==> config.mk <==
export PLATFORM = sky130hd
export DESIGN_NAME = lru_tile_cache_lookup
export DESIGN_NICKNAME = d
export VERILOG_FILES = /design/src/hdl/ltc_pkg.sv /design/src/hdl/ltc_tag_ram.sv /design/src/hdl/ltc_scan.sv /design/src/hdl/lru_tile_cache_lookup.sv
export SDC_FILE = /design/constraint.sdc
export NUM_CORES = 1
export LEC_CHECK = 0
export BUFFER_PORTS_ARGS = -buffer_cell sky130_fd_sc_hd__buf_2
export CAP_MARGIN = 5
export CORE_ASPECT_RATIO = 0.6
export CORE_UTILIZATION = 55
export DETAILED_ROUTE_END_ITERATION = 10
export HOLD_SLACK_MARGIN = 0.02
export MAX_ROUTING_LAYER = met4
export PLACE_DENSITY = 0.72
export RECOVER_POWER = 25
export SLEW_MARGIN = 20
export SYNTH_ARGS = -nofsm -noshare
export SYNTH_HDL_FRONTEND = slang
export SYNTH_HIERARCHICAL = 1
export SYNTH_SLANG_ARGS = --single-unit
==> constraint.sdc <==
create_clock -name clk -period 12.43 [get_ports clk]
set_clock_uncertainty 0.15 [all_clocks]
set_input_delay 0.6215 -clock clk [delete_from_list [all_inputs] [get_ports clk]]
set_output_delay 0.6215 -clock clk [all_outputs]
set_load 0.005 [all_outputs]
==> src/hdl/ltc_pkg.sv <==
// Shared types and constants for the LRU tile cache lookup block.
package ltc_pkg;

  localparam int SLOTS_DEF      = 16;
  localparam int COORD_BITS_DEF = 16;
  localparam int CAP_BITS       = 5;
  localparam logic [CAP_BITS-1:0] CAP_RESET = 5'd16;

  typedef enum logic [1:0] {
    ST_IDLE,
    ST_SCAN,
    ST_DECIDE
  } state_t;

  typedef struct packed {
    logic clear;
    logic proc;
  } scan_ctrl_t;

  typedef struct packed {
    logic found;
    logic free_found;
    logic lru_any;
  } scan_stat_t;

endpackage

==> src/hdl/ltc_tag_ram.sv <==
// Tag and recency memory: one write port, one registered read port.
module ltc_tag_ram import ltc_pkg::*; #(
  parameter int SLOTS = SLOTS_DEF,
  parameter int WIDTH = 2 * COORD_BITS_DEF + $clog2(SLOTS_DEF),
  localparam int IW = $clog2(SLOTS)
) (
  input  logic             clk,
  input  logic             we,
  input  logic [IW-1:0]    waddr,
  input  logic [WIDTH-1:0] wdata,
  input  logic             re,
  input  logic [IW-1:0]    raddr,
  output logic [WIDTH-1:0] rdata
);

  logic [WIDTH-1:0] mem [SLOTS];

  always_ff @(posedge clk) begin
    if (we) begin
      mem[waddr] <= wdata;
    end
  end

  always_ff @(posedge clk) begin
    if (re) begin
      rdata <= mem[raddr];
    end
  end

endmodule

==> src/hdl/ltc_scan.sv <==
// Scan stage: applies the previous item's recency update to each entry read
// back, writes it back, and tracks match, free slot and LRU candidate.
module ltc_scan import ltc_pkg::*; #(
  parameter int SLOTS      = SLOTS_DEF,
  parameter int COORD_BITS = COORD_BITS_DEF,
  localparam int IW = $clog2(SLOTS),
  localparam int LW = $clog2(SLOTS + 1),
  localparam int DW = 2 * COORD_BITS + IW
) (
  input  logic                  clk,
  input  logic                  rst,
  input  scan_ctrl_t            ctrl,
  input  logic [IW-1:0]         idx,
  input  logic                  entry_vld,
  input  logic [DW-1:0]         rd_data,
  input  logic [COORD_BITS-1:0] req_x,
  input  logic [COORD_BITS-1:0] req_y,
  input  logic                  pend_on,
  input  logic [IW-1:0]         pend_slot,
  input  logic [LW-1:0]         pend_limit,
  input  logic [COORD_BITS-1:0] pend_x,
  input  logic [COORD_BITS-1:0] pend_y,
  output logic                  wr_en,
  output logic [IW-1:0]         wr_addr,
  output logic [DW-1:0]         wr_data,
  output scan_stat_t            stat,
  output logic [IW-1:0]         hit_idx,
  output logic [IW-1:0]         hit_rank,
  output logic [IW-1:0]         free_idx,
  output logic [IW-1:0]         lru_idx,
  output logic [COORD_BITS-1:0] lru_x,
  output logic [COORD_BITS-1:0] lru_y
);

  logic [COORD_BITS-1:0] rd_x, rd_y, upd_x, upd_y;
  logic [IW-1:0]         rd_rank, upd_rank, lru_rank;
  logic                  match, older;

  assign rd_x    = rd_data[DW-1 -: COORD_BITS];
  assign rd_y    = rd_data[IW +: COORD_BITS];
  assign rd_rank = rd_data[IW-1:0];

  // The pending update belongs to the item before this one.
  always_comb begin
    upd_x    = rd_x;
    upd_y    = rd_y;
    upd_rank = rd_rank;
    if (pend_on) begin
      if (pend_slot == idx) begin
        upd_x    = pend_x;
        upd_y    = pend_y;
        upd_rank = '0;
      end else if (entry_vld && ({1'b0, rd_rank} < pend_limit)) begin
        upd_rank = rd_rank + IW'(1);
      end
    end
    match = entry_vld && (upd_x == req_x) && (upd_y == req_y);
    older = !stat.lru_any || (upd_rank > lru_rank);
  end

  assign wr_en   = ctrl.proc;
  assign wr_addr = idx;
  assign wr_data = {upd_x, upd_y, upd_rank};

  always_ff @(posedge clk) begin
    if (rst) begin
      stat <= '0;
    end else if (ctrl.clear) begin
      stat <= '0;
    end else if (ctrl.proc) begin
      if (match) begin
        stat.found <= 1'b1;
      end
      if (!entry_vld) begin
        stat.free_found <= 1'b1;
      end
      if (entry_vld) begin
        stat.lru_any <= 1'b1;
      end
    end
  end

  always_ff @(posedge clk) begin
    if (ctrl.proc) begin
      if (match && !stat.found) begin
        hit_idx  <= idx;
        hit_rank <= upd_rank;
      end
      if (!entry_vld && !stat.free_found) begin
        free_idx <= idx;
      end
      if (entry_vld && older) begin
        lru_idx  <= idx;
        lru_rank <= upd_rank;
        lru_x    <= upd_x;
        lru_y    <= upd_y;
      end
    end
  end

endmodule

==> src/hdl/lru_tile_cache_lookup.sv <==
// Top level of the LRU tile cache lookup: control, valid bits and results.
//
// A lookup is started by start while busy is low. The tag memory is walked
// one entry per cycle through its single read port, then the read pipeline
// drains, the decide state picks the result, and the idle state with busy
// low takes the next item. The result appears on the result ports for
// exactly one cycle with done high, in that first cycle with busy low; it is
// not held, so the receiver must take it then. The recency update of an item
// is written back while the next item walks the memory.
// capacity_in_use may be written through cfg_we/cfg_data only while idle.
module lru_tile_cache_lookup import ltc_pkg::*; #(
  parameter int SLOTS      = SLOTS_DEF,
  parameter int COORD_BITS = COORD_BITS_DEF,
  localparam int IW = $clog2(SLOTS),
  localparam int LW = $clog2(SLOTS + 1),
  localparam int DW = 2 * COORD_BITS + IW,
  localparam int WW = (LW > CAP_BITS) ? LW : CAP_BITS
) (
  input  logic                  clk,
  input  logic                  rst,
  input  logic                  start,
  output logic                  busy,
  input  logic [COORD_BITS-1:0] tile_x,
  input  logic [COORD_BITS-1:0] tile_y,
  input  logic                  cfg_we,
  input  logic [CAP_BITS-1:0]   cfg_data,
  output logic                  done,
  output logic                  hit,
  output logic [IW-1:0]         slot,
  output logic                  evicted,
  output logic [COORD_BITS-1:0] evicted_x,
  output logic [COORD_BITS-1:0] evicted_y
);

  state_t state, state_next;

  logic [CAP_BITS-1:0]   capacity_in_use;
  logic [IW-1:0]         rd_idx;
  logic                  rd_last;
  logic                  dv;
  logic [IW-1:0]         di;
  logic [COORD_BITS-1:0] req_x, req_y;
  logic [SLOTS-1:0]      valid;
  logic [LW-1:0]         entries_used;
  logic                  pend_on;
  logic [IW-1:0]         pend_slot;
  logic [LW-1:0]         pend_limit;
  logic [COORD_BITS-1:0] pend_x, pend_y;

  logic       accept, issue, decide, scan_done;
  scan_ctrl_t ctrl;
  scan_stat_t stat;

  logic          wr_en;
  logic [IW-1:0] wr_addr;
  logic [DW-1:0] wr_data, rd_data;

  logic [IW-1:0]         hit_idx, hit_rank, free_idx, lru_idx;
  logic [COORD_BITS-1:0] lru_x, lru_y;

  logic [WW-1:0] cap_eff;
  logic          room;

  ltc_tag_ram #(
    .SLOTS (SLOTS),
    .WIDTH (DW)
  ) u_ram (
    .clk   (clk),
    .we    (wr_en),
    .waddr (wr_addr),
    .wdata (wr_data),
    .re    (issue),
    .raddr (rd_idx),
    .rdata (rd_data)
  );

  ltc_scan #(
    .SLOTS      (SLOTS),
    .COORD_BITS (COORD_BITS)
  ) u_scan (
    .clk        (clk),
    .rst        (rst),
    .ctrl       (ctrl),
    .idx        (di),
    .entry_vld  (valid[di]),
    .rd_data    (rd_data),
    .req_x      (req_x),
    .req_y      (req_y),
    .pend_on    (pend_on),
    .pend_slot  (pend_slot),
    .pend_limit (pend_limit),
    .pend_x     (pend_x),
    .pend_y     (pend_y),
    .wr_en      (wr_en),
    .wr_addr    (wr_addr),
    .wr_data    (wr_data),
    .stat       (stat),
    .hit_idx    (hit_idx),
    .hit_rank   (hit_rank),
    .free_idx   (free_idx),
    .lru_idx    (lru_idx),
    .lru_x      (lru_x),
    .lru_y      (lru_y)
  );

  assign scan_done = dv && (di == IW'(SLOTS - 1));

  always_comb begin
    state_next = state;
    unique case (state)
      ST_IDLE:   if (start) state_next = ST_SCAN;
      ST_SCAN:   if (scan_done) state_next = ST_DECIDE;
      ST_DECIDE: state_next = ST_IDLE;
      default:   state_next = ST_IDLE;
    endcase
  end

  always_comb begin
    busy   = 1'b1;
    accept = 1'b0;
    issue  = 1'b0;
    decide = 1'b0;
    unique case (state)
      ST_IDLE: begin
        busy   = 1'b0;
        accept = start;
      end
      ST_SCAN:   issue  = !rd_last;
      ST_DECIDE: decide = 1'b1;
      default:   busy   = 1'b1;
    endcase
  end

  assign ctrl.clear = accept;
  assign ctrl.proc  = dv;

  // Capacity zero counts as one, and anything above the slot count as full.
  always_comb begin
    cap_eff = WW'(capacity_in_use);
    if (cap_eff == '0) begin
      cap_eff = WW'(1);
    end
    if (cap_eff > WW'(SLOTS)) begin
      cap_eff = WW'(SLOTS);
    end
    room = WW'(entries_used) < cap_eff;
  end

  always_ff @(posedge clk) begin
    if (rst) begin
      state           <= ST_IDLE;
      capacity_in_use <= CAP_RESET;
      rd_last         <= 1'b0;
      dv              <= 1'b0;
      valid           <= '0;
      entries_used    <= '0;
      pend_on         <= 1'b0;
      done            <= 1'b0;
    end else begin
      state <= state_next;
      dv    <= issue;
      done  <= decide;
      if (cfg_we) begin
        capacity_in_use <= cfg_data;
      end
      if (accept) begin
        rd_last <= 1'b0;
      end else if (issue && (rd_idx == IW'(SLOTS - 1))) begin
        rd_last <= 1'b1;
      end
      if (decide) begin
        pend_on <= 1'b1;
        if (!stat.found && room) begin
          valid[free_idx] <= 1'b1;
          entries_used    <= entries_used + LW'(1);
        end
      end
    end
  end

  always_ff @(posedge clk) begin
    if (accept) begin
      rd_idx <= '0;
      req_x  <= tile_x;
      req_y  <= tile_y;
    end else if (issue) begin
      rd_idx <= rd_idx + IW'(1);
    end
    if (issue) begin
      di <= rd_idx;
    end
    if (decide) begin
      pend_x <= req_x;
      pend_y <= req_y;
      if (stat.found) begin
        hit        <= 1'b1;
        slot       <= hit_idx;
        evicted    <= 1'b0;
        evicted_x  <= '0;
        evicted_y  <= '0;
        pend_slot  <= hit_idx;
        pend_limit <= {1'b0, hit_rank};
      end else if (room) begin
        hit        <= 1'b0;
        slot       <= free_idx;
        evicted    <= 1'b0;
        evicted_x  <= '0;
        evicted_y  <= '0;
        pend_slot  <= free_idx;
        pend_limit <= LW'(SLOTS);
      end else begin
        hit        <= 1'b0;
        slot       <= lru_idx;
        evicted    <= 1'b1;
        evicted_x  <= lru_x;
        evicted_y  <= lru_y;
        pend_slot  <= lru_idx;
        pend_limit <= LW'(SLOTS);
      end
    end
  end

endmodule

# After elaboration in Yosys (flattened, before gate mapping)
# Memories as Yosys holds them, arrays and structs flattened. A register that Yosys moved wholly into a read port is not among the register bits.
# Index checks and enable logic that the tools add are counted.
# word_totals
regBits,202
ram_bits,576
input_bits,41
out_inout_bits,40
word_cells,108
mem_count,1
# op_classes
addsub,3
order_cmp,7
eq_ne,9
mux,27
n_bitwise,2
reduce_logical,28
# mem_list
memory,depth,word_bits,read_ports,rd_ports_with_merged_regs,write_ports,line,source
u_ram.mem,16,36,1,1,1,ltc_tag_ram.sv:16,logic [WIDTH-1:0] mem [SLOTS];
# op_table
operator,n
$mux W16,4
$eq A16 B16 Y1,2
$mux W4,5
$or A16 B16 Y16,1
$reduce_and A2 Y1,8
$mux W5,3
$logic_and A1 B1 Y1,10
$lt A4 B5 Y1 const B,2
$mux W1,10
$add A4 B1 Y4 const B,2
$eq A4 B4 Y1 const B,2
$add A5 B1 Y5 const B,1
$gt A5 B5 Y1 const B,1
$logic_not A1 Y1,5
$logic_not A5 Y1,1
$lt A4 B5 Y1,1
$lt A5 B5 Y1,1
$bmux W1 S4,1
$demux W1 S4,1
$eq A4 B4 Y1,1
$ge A4 B1 Y1 const B,1
$gt A4 B4 Y1,1
$mux W2,2
$ne A2 B2 Y1 const B,2
7 further kinds,8

# Logic depth before layout (Yosys ltp)
# depth
word_depth,10
depth_mapped,15
depth_no_buf,15

# Hierarchy
# Netlist, hierarchy kept.
# by_module_without_submodules
mod,instances,cells_each,area_per_inst_um2,seq_area_each_um2
ltc_tag_ram,1,938,22679.3,18377.6
lru_tile_cache_lookup,1,327,5240.0,4053.9
ltc_scan,1,329,3355.7,1621.6

# Worst setup path after synthesis
# OpenSTA, ideal clock, no wires.
# synth_timing
kind,reg2reg
from,register di[0]
to,register u_scan.lru_idx[0] (enable)
setup_time_ns,0.451
arrival_time_ns,5.147
required_time_ns,11.829
slack_ns,6.682
path_stages_with_launch,14
n_path_buf,1
period_less_slack_ns,5.748
cell_sequence,edfxtp_1 -> buf_6 -> mux4_1 -> mux4_2 -> o211ai_1 -> mux2i_1 -> nor2_1 -> ha_1 -> nor2b_1 -> o21ai_0 -> nand2b_1 -> a21oi_1 -> a41o_1 -> a21oi_1
# synth_between
elab_chain_cells,10
# synth_lines
element,line,source
start: declaration,lru_tile_cache_lookup.sv:41,logic [IW-1:0] di;
start signal: assignment,lru_tile_cache_lookup.sv:190,di <= rd_idx;
$bmux W1 S4,lru_tile_cache_lookup.sv:85,".entry_vld (valid[di]),"
$mux W1 (implied by the code),lru_tile_cache_lookup.sv:85,
$logic_and A1 B1 Y1,ltc_scan.sv:53,"end else if (entry_vld && ({1'b0, rd_rank} < pend_limit)) begin"
$mux W4,ltc_scan.sv:53,
$mux W4 (*),ltc_scan.sv:49,if (pend_slot == idx) begin
$mux W4 (*),ltc_scan.sv:48,if (pend_on) begin
named net wr_data[1],lru_tile_cache_lookup.sv:56,"logic [DW-1:0] wr_data, rd_data;"
$gt A4 B4 Y1 (*),ltc_scan.sv:58,older = !stat.lru_any || (upd_rank > lru_rank);
$logic_or A1 B1 Y1 (*),ltc_scan.sv:58,
$logic_and A1 B1 Y1 (*),ltc_scan.sv:92,if (entry_vld && older) begin
$reduce_and A2 Y1 (no source line) (*),-,
end signal: assignment,ltc_scan.sv:93,lru_idx <= idx;
end: declaration,ltc_scan.sv:30,"output logic [IW-1:0] lru_idx,"
# The timed path passes the listed nets; every way through them passes the cells marked *. The select of a mux whose other input is x is not followed.
# A chain may end at the register's enable or synchronous reset.

# Worst setup path in the final report
# layout_timing
from,register di[0]
to,register u_scan.lru_y[2] (enable)
# layout_between
elab_chain_cells,10
# layout_lines
element,line,source
$bmux W1 S4,lru_tile_cache_lookup.sv:85,
$mux W1 (implied by the code),lru_tile_cache_lookup.sv:85,
$logic_and A1 B1 Y1,ltc_scan.sv:53,
$mux W4,ltc_scan.sv:53,
$mux W4 (*),ltc_scan.sv:49,
$mux W4 (*),ltc_scan.sv:48,
named net wr_data[3],lru_tile_cache_lookup.sv:56,
$gt A4 B4 Y1 (*),ltc_scan.sv:58,
$logic_or A1 B1 Y1 (*),ltc_scan.sv:58,
$logic_and A1 B1 Y1 (*),ltc_scan.sv:92,
$reduce_and A2 Y1 (no source line) (*),-,
end signal: assignment,ltc_scan.sv:96,lru_y <= upd_y;
end: declaration,ltc_scan.sv:32,output logic [COORD_BITS-1:0] lru_y
# Marks and branches as above.

==> results.md <==
- Drt initial violations: about 2400
- Final Net Count: between 1500 and 2000
- Final worst-path cycle share: 0.456
- Clk pwr share: 0.361
- Syn Inst Count: around 1600
- Comb pwr share: 0.099
- Worst setup path endpoint: u_scan/lru_y[2]
- Failing checks: capacitance limit, slew limit
- Mapped cell area: ~31000 um^2
- Worst slack at placement: between 6 and 7 ns
- Vias in the first global route: between 15000 and 20000
- Initial antenna violation count: 1
- Clock transition at path regs: approximately 0.06 ns
- Total number of vias: between 15000 and 20000
- Placed insts: roughly 2400
- Die footprint: 57900 um^2
- Final routed DRC violation total: 0
- Synth async-reset ratio: 0
- Pwr dens: between 150 and 200 nW/um^2
- Worst-path fanout max: 38
- Critical-path cell list: xnor2_1 -> nand3_1 -> clkbuf_1 -> o21a_1 -> ha_1 -> a41o_1 -> a21oi_4 -> buf_4
- Layout Utilization: 0.622
- Vias per cell: around 6.4
- Slew Limit Headroom: -1.70
- First-pass GRT wire length: 107 mm
- Kind of critical path: reg -> reg
- Fin. max-slew vios: just over 400
- Data required, critical path: about 13 ns
- Maximum root-to-sink buffer count: 3
- Yosys top cell area share: 0.744
- Critical-path top delay cell: clkbuf_1
- CTS tree: done
- Tot GR Track Use: 0.265
- Congestion Overflow GR: 0
- Layout area overhead: 11.3%
- Crit path DAT: approximately 5.8 ns
- Fmax: 0.176 GHz
- Post-synthesis sequential area ratio: 0.769
- N_diodes: 0
- Synthesized Nets: between 1500 and 2000
- Crit path launch: di[0]
- Ports: around 80
- Yosys Warn Count: 6
- Worst R2R Start: di[0]
- Cells on worst reg2reg path: 8
- Ys flop type: edfxtp_1
- Row count: 67
- Hold depth: 1
- Top post-synthesis cells by area: edfxtp_1 74%, mux4_2 10%, dfxtp_1 2.5%
- Finished Layout Cells: 2532
- R2R setup slack: 6.76 ns
- Max Cap Viol: 10
- Core area: approximately 56000 um^2
- Net switching power: roughly 0.0013 W
- Final worst path period need: about 5.7 ns
- Number of flops mapped to enable cells by yosys: about 780
- GR Util met2: 0.383
- Power, Total: just under 0.006 W
- Met1 usage: 0.399
- RD Place Congestion: just over 0.9
- Worst R2R End: u_scan/lru_y[2]
- CP Launch Type: flop
- Initial Util: 0.558
- Number of routed nets with antenna violations: 0
- Run status: finished with violations
- Largest net degree at the start of global routing: 69
- Cell taking the most area after synthesis: edfxtp_1
- Hold Vio Cnt, Final: 0
- Reg power frac: 0.540
- Total CTS buffers: 72
- Htree depth: 3
- Post_cts resized: 0
- Drt wl/cell: 28.8 um
- Die W: just over 300 um
- Yosys reg bits: 814
- Clock Latency Late Sink: between 0.6 and 0.7 ns
- Clock Tree Root: clkbuf_16
- Setup Viol. Count Final: 0
- Clock sinks: between 800 and 900
- Die H: approximately 190 um
- P_leak: 11.1 nW
- Avg Inst Size Synth: between 15 and 20 um^2
- Post-Route WL: 72.9 mm
- Worst setup EP type: flop
- Actual slew at the worst max-slew pin: about 4.1 ns
- P_int: about 0.0045 W
- I/O Buffers: 80
- Share of layout cells above drive strength 1: 0.196
- Met3 Use GR: 0.0477
- HPWL after DPL: slightly below 40 mm
- Sw Ratio: 0.230
- HP Class: in -> reg
- Max incr delay on CP: 1.47 ns
- Max VDD drop: between 100 and 150 uV
- Drt pass-1 iters: 6
- Library cells used by synthesis: 65
- Total negative slack: 0 ns
- RSZ-0062 raised after global routing: no
- Global route hottest layer: met1
- Worst Setup Slack, final: between 6 and 7 ns
## kinds of logic after synthesis
family / Yosys count / synth area share
flip-flops: 814 / 0.769
AND/OR/NAND/NOR: 301 / 0.0477
multiplexers: 166 / 0.113
AO/OA/AOI/OAI: 156 / 0.0363
buffers and inverters: 99 / 0.0155
XOR/XNOR: 44 / 0.0123
adder cells (fa/ha/maj): 14 / 0.00560
## final cells by class
| cell class | instances | area, um^2 |
|---|---|---|
| fill | 3905 | 21200 |
| sequential | 814 | 24100 |
| multi-input combinational | 681 | 6910 |
| clock buffer | 93 | 1900 |
| clock inverter | 34 | 273 |
| tap | 759 | 950 |
| inverter | 28 | 105 |
| timing repair buffer | 123 | 629 |
## synthesized netlist by cell type, types with 22 or more instances
library cell	instances
a22oi_1	72
and2_1	40
buf_2	22
clkbuf_1	31
dfxtp_1	39
edfxtp_1	775
inv_1	28
mux4_2	145
nand2_1	107
nor2_1	58
nor2b_1	22
xor2_1	36
## critical path: cells and delay by family (launching register included)
kind,cells,cell delay (ns)
XOR/XNOR,1,0.26
AND/OR/NAND/NOR,1,0.13
AO/OA/AOI/OAI,3,1.59
buffers and inverters,2,2.01
adder cells (fa/ha/maj),1,0.36
flip-flops,1,0.77
## worst min path at each step
stage / startpoint / to / slack [ns]
floorplan: req_x[5] / pend_x[5] / 0.28
global placement: valid[1] / valid[1] / 0.29
detailed placement: valid[3] / valid[3] / 0.30
CTS: tile_y[14] / req_y[14] / 0.02
global route: tile_y[7] / req_y[7] / 0.03
finish: tile_x[13] / req_x[13] / 0.05
## registers in the layout, summed over array words and instances, names as in the netlist, 16 cells and up
register,count
u_ram/mem,576
valid,16
evicted_y,16
evicted_x,16
pend_y,16
u_scan/lru_y,16
pend_x,16
req_x,16
u_ram/rdata,36
u_scan/lru_x,16
req_y,16
## metal layers
layer | vias up | share of wire
met1 | 8423 | 0.42
li1 | 6674 | -
met4 | 0 | 0.020
met3 | 123 | 0.10
met5 | - | 0
met2 | 914 | 0.46
## layout by cell type, fill, tap and decap left out, types with 5 or more instances in the layout
cell,n
mux2_2,5
buf_2,32
clkinv_2,13
a22oi_1,72
inv_1,28
nand2_1,107
clkbuf_16,73
nor2_4,16
buf_4,29
clkinv_1,8
nor4_1,10
nand2b_1,5
nor3_1,14
mux2i_1,10
and2_1,35
a21oi_1,11
ha_1,14
dfxtp_1,39
nor2_1,40
nor2b_1,20
o21ai_0,12
a21o_1,6
clkbuf_1,78
mux4_2,145
a31oi_1,17
xor2_1,36
inv_6,6
edfxtp_1,775
xnor2_1,8
nand4_1,11
## power groups by stage
stage	Combinational [W]	Sequential, W	Clock, W
2_1_floorplan	0.000451	0.00319	0
3_3_place_gp	0.000566	0.00323	0
3_5_place_dp	0.000579	0.00323	0
6_report	0.000583	0.00317	0.00212
4_1_cts	0.000583	0.00317	0.00215
5_1_grt	0.000627	0.00317	0.00226
## what timing repair did
item	in CTS	in global routing
setup buffers	0	0
hold endpoints to repair	3	0
hold buffers	3	0
## stage by stage
stage	instance area [um^2]	hold WS [ns]
CTS	34900	0.0222
global placement	32700	0.288
global route	34800	0.0300
finish	34800	0.0508
floorplan	31300	0.276
detailed placement	32700	0.300
(Power assumes the default switching activity.)
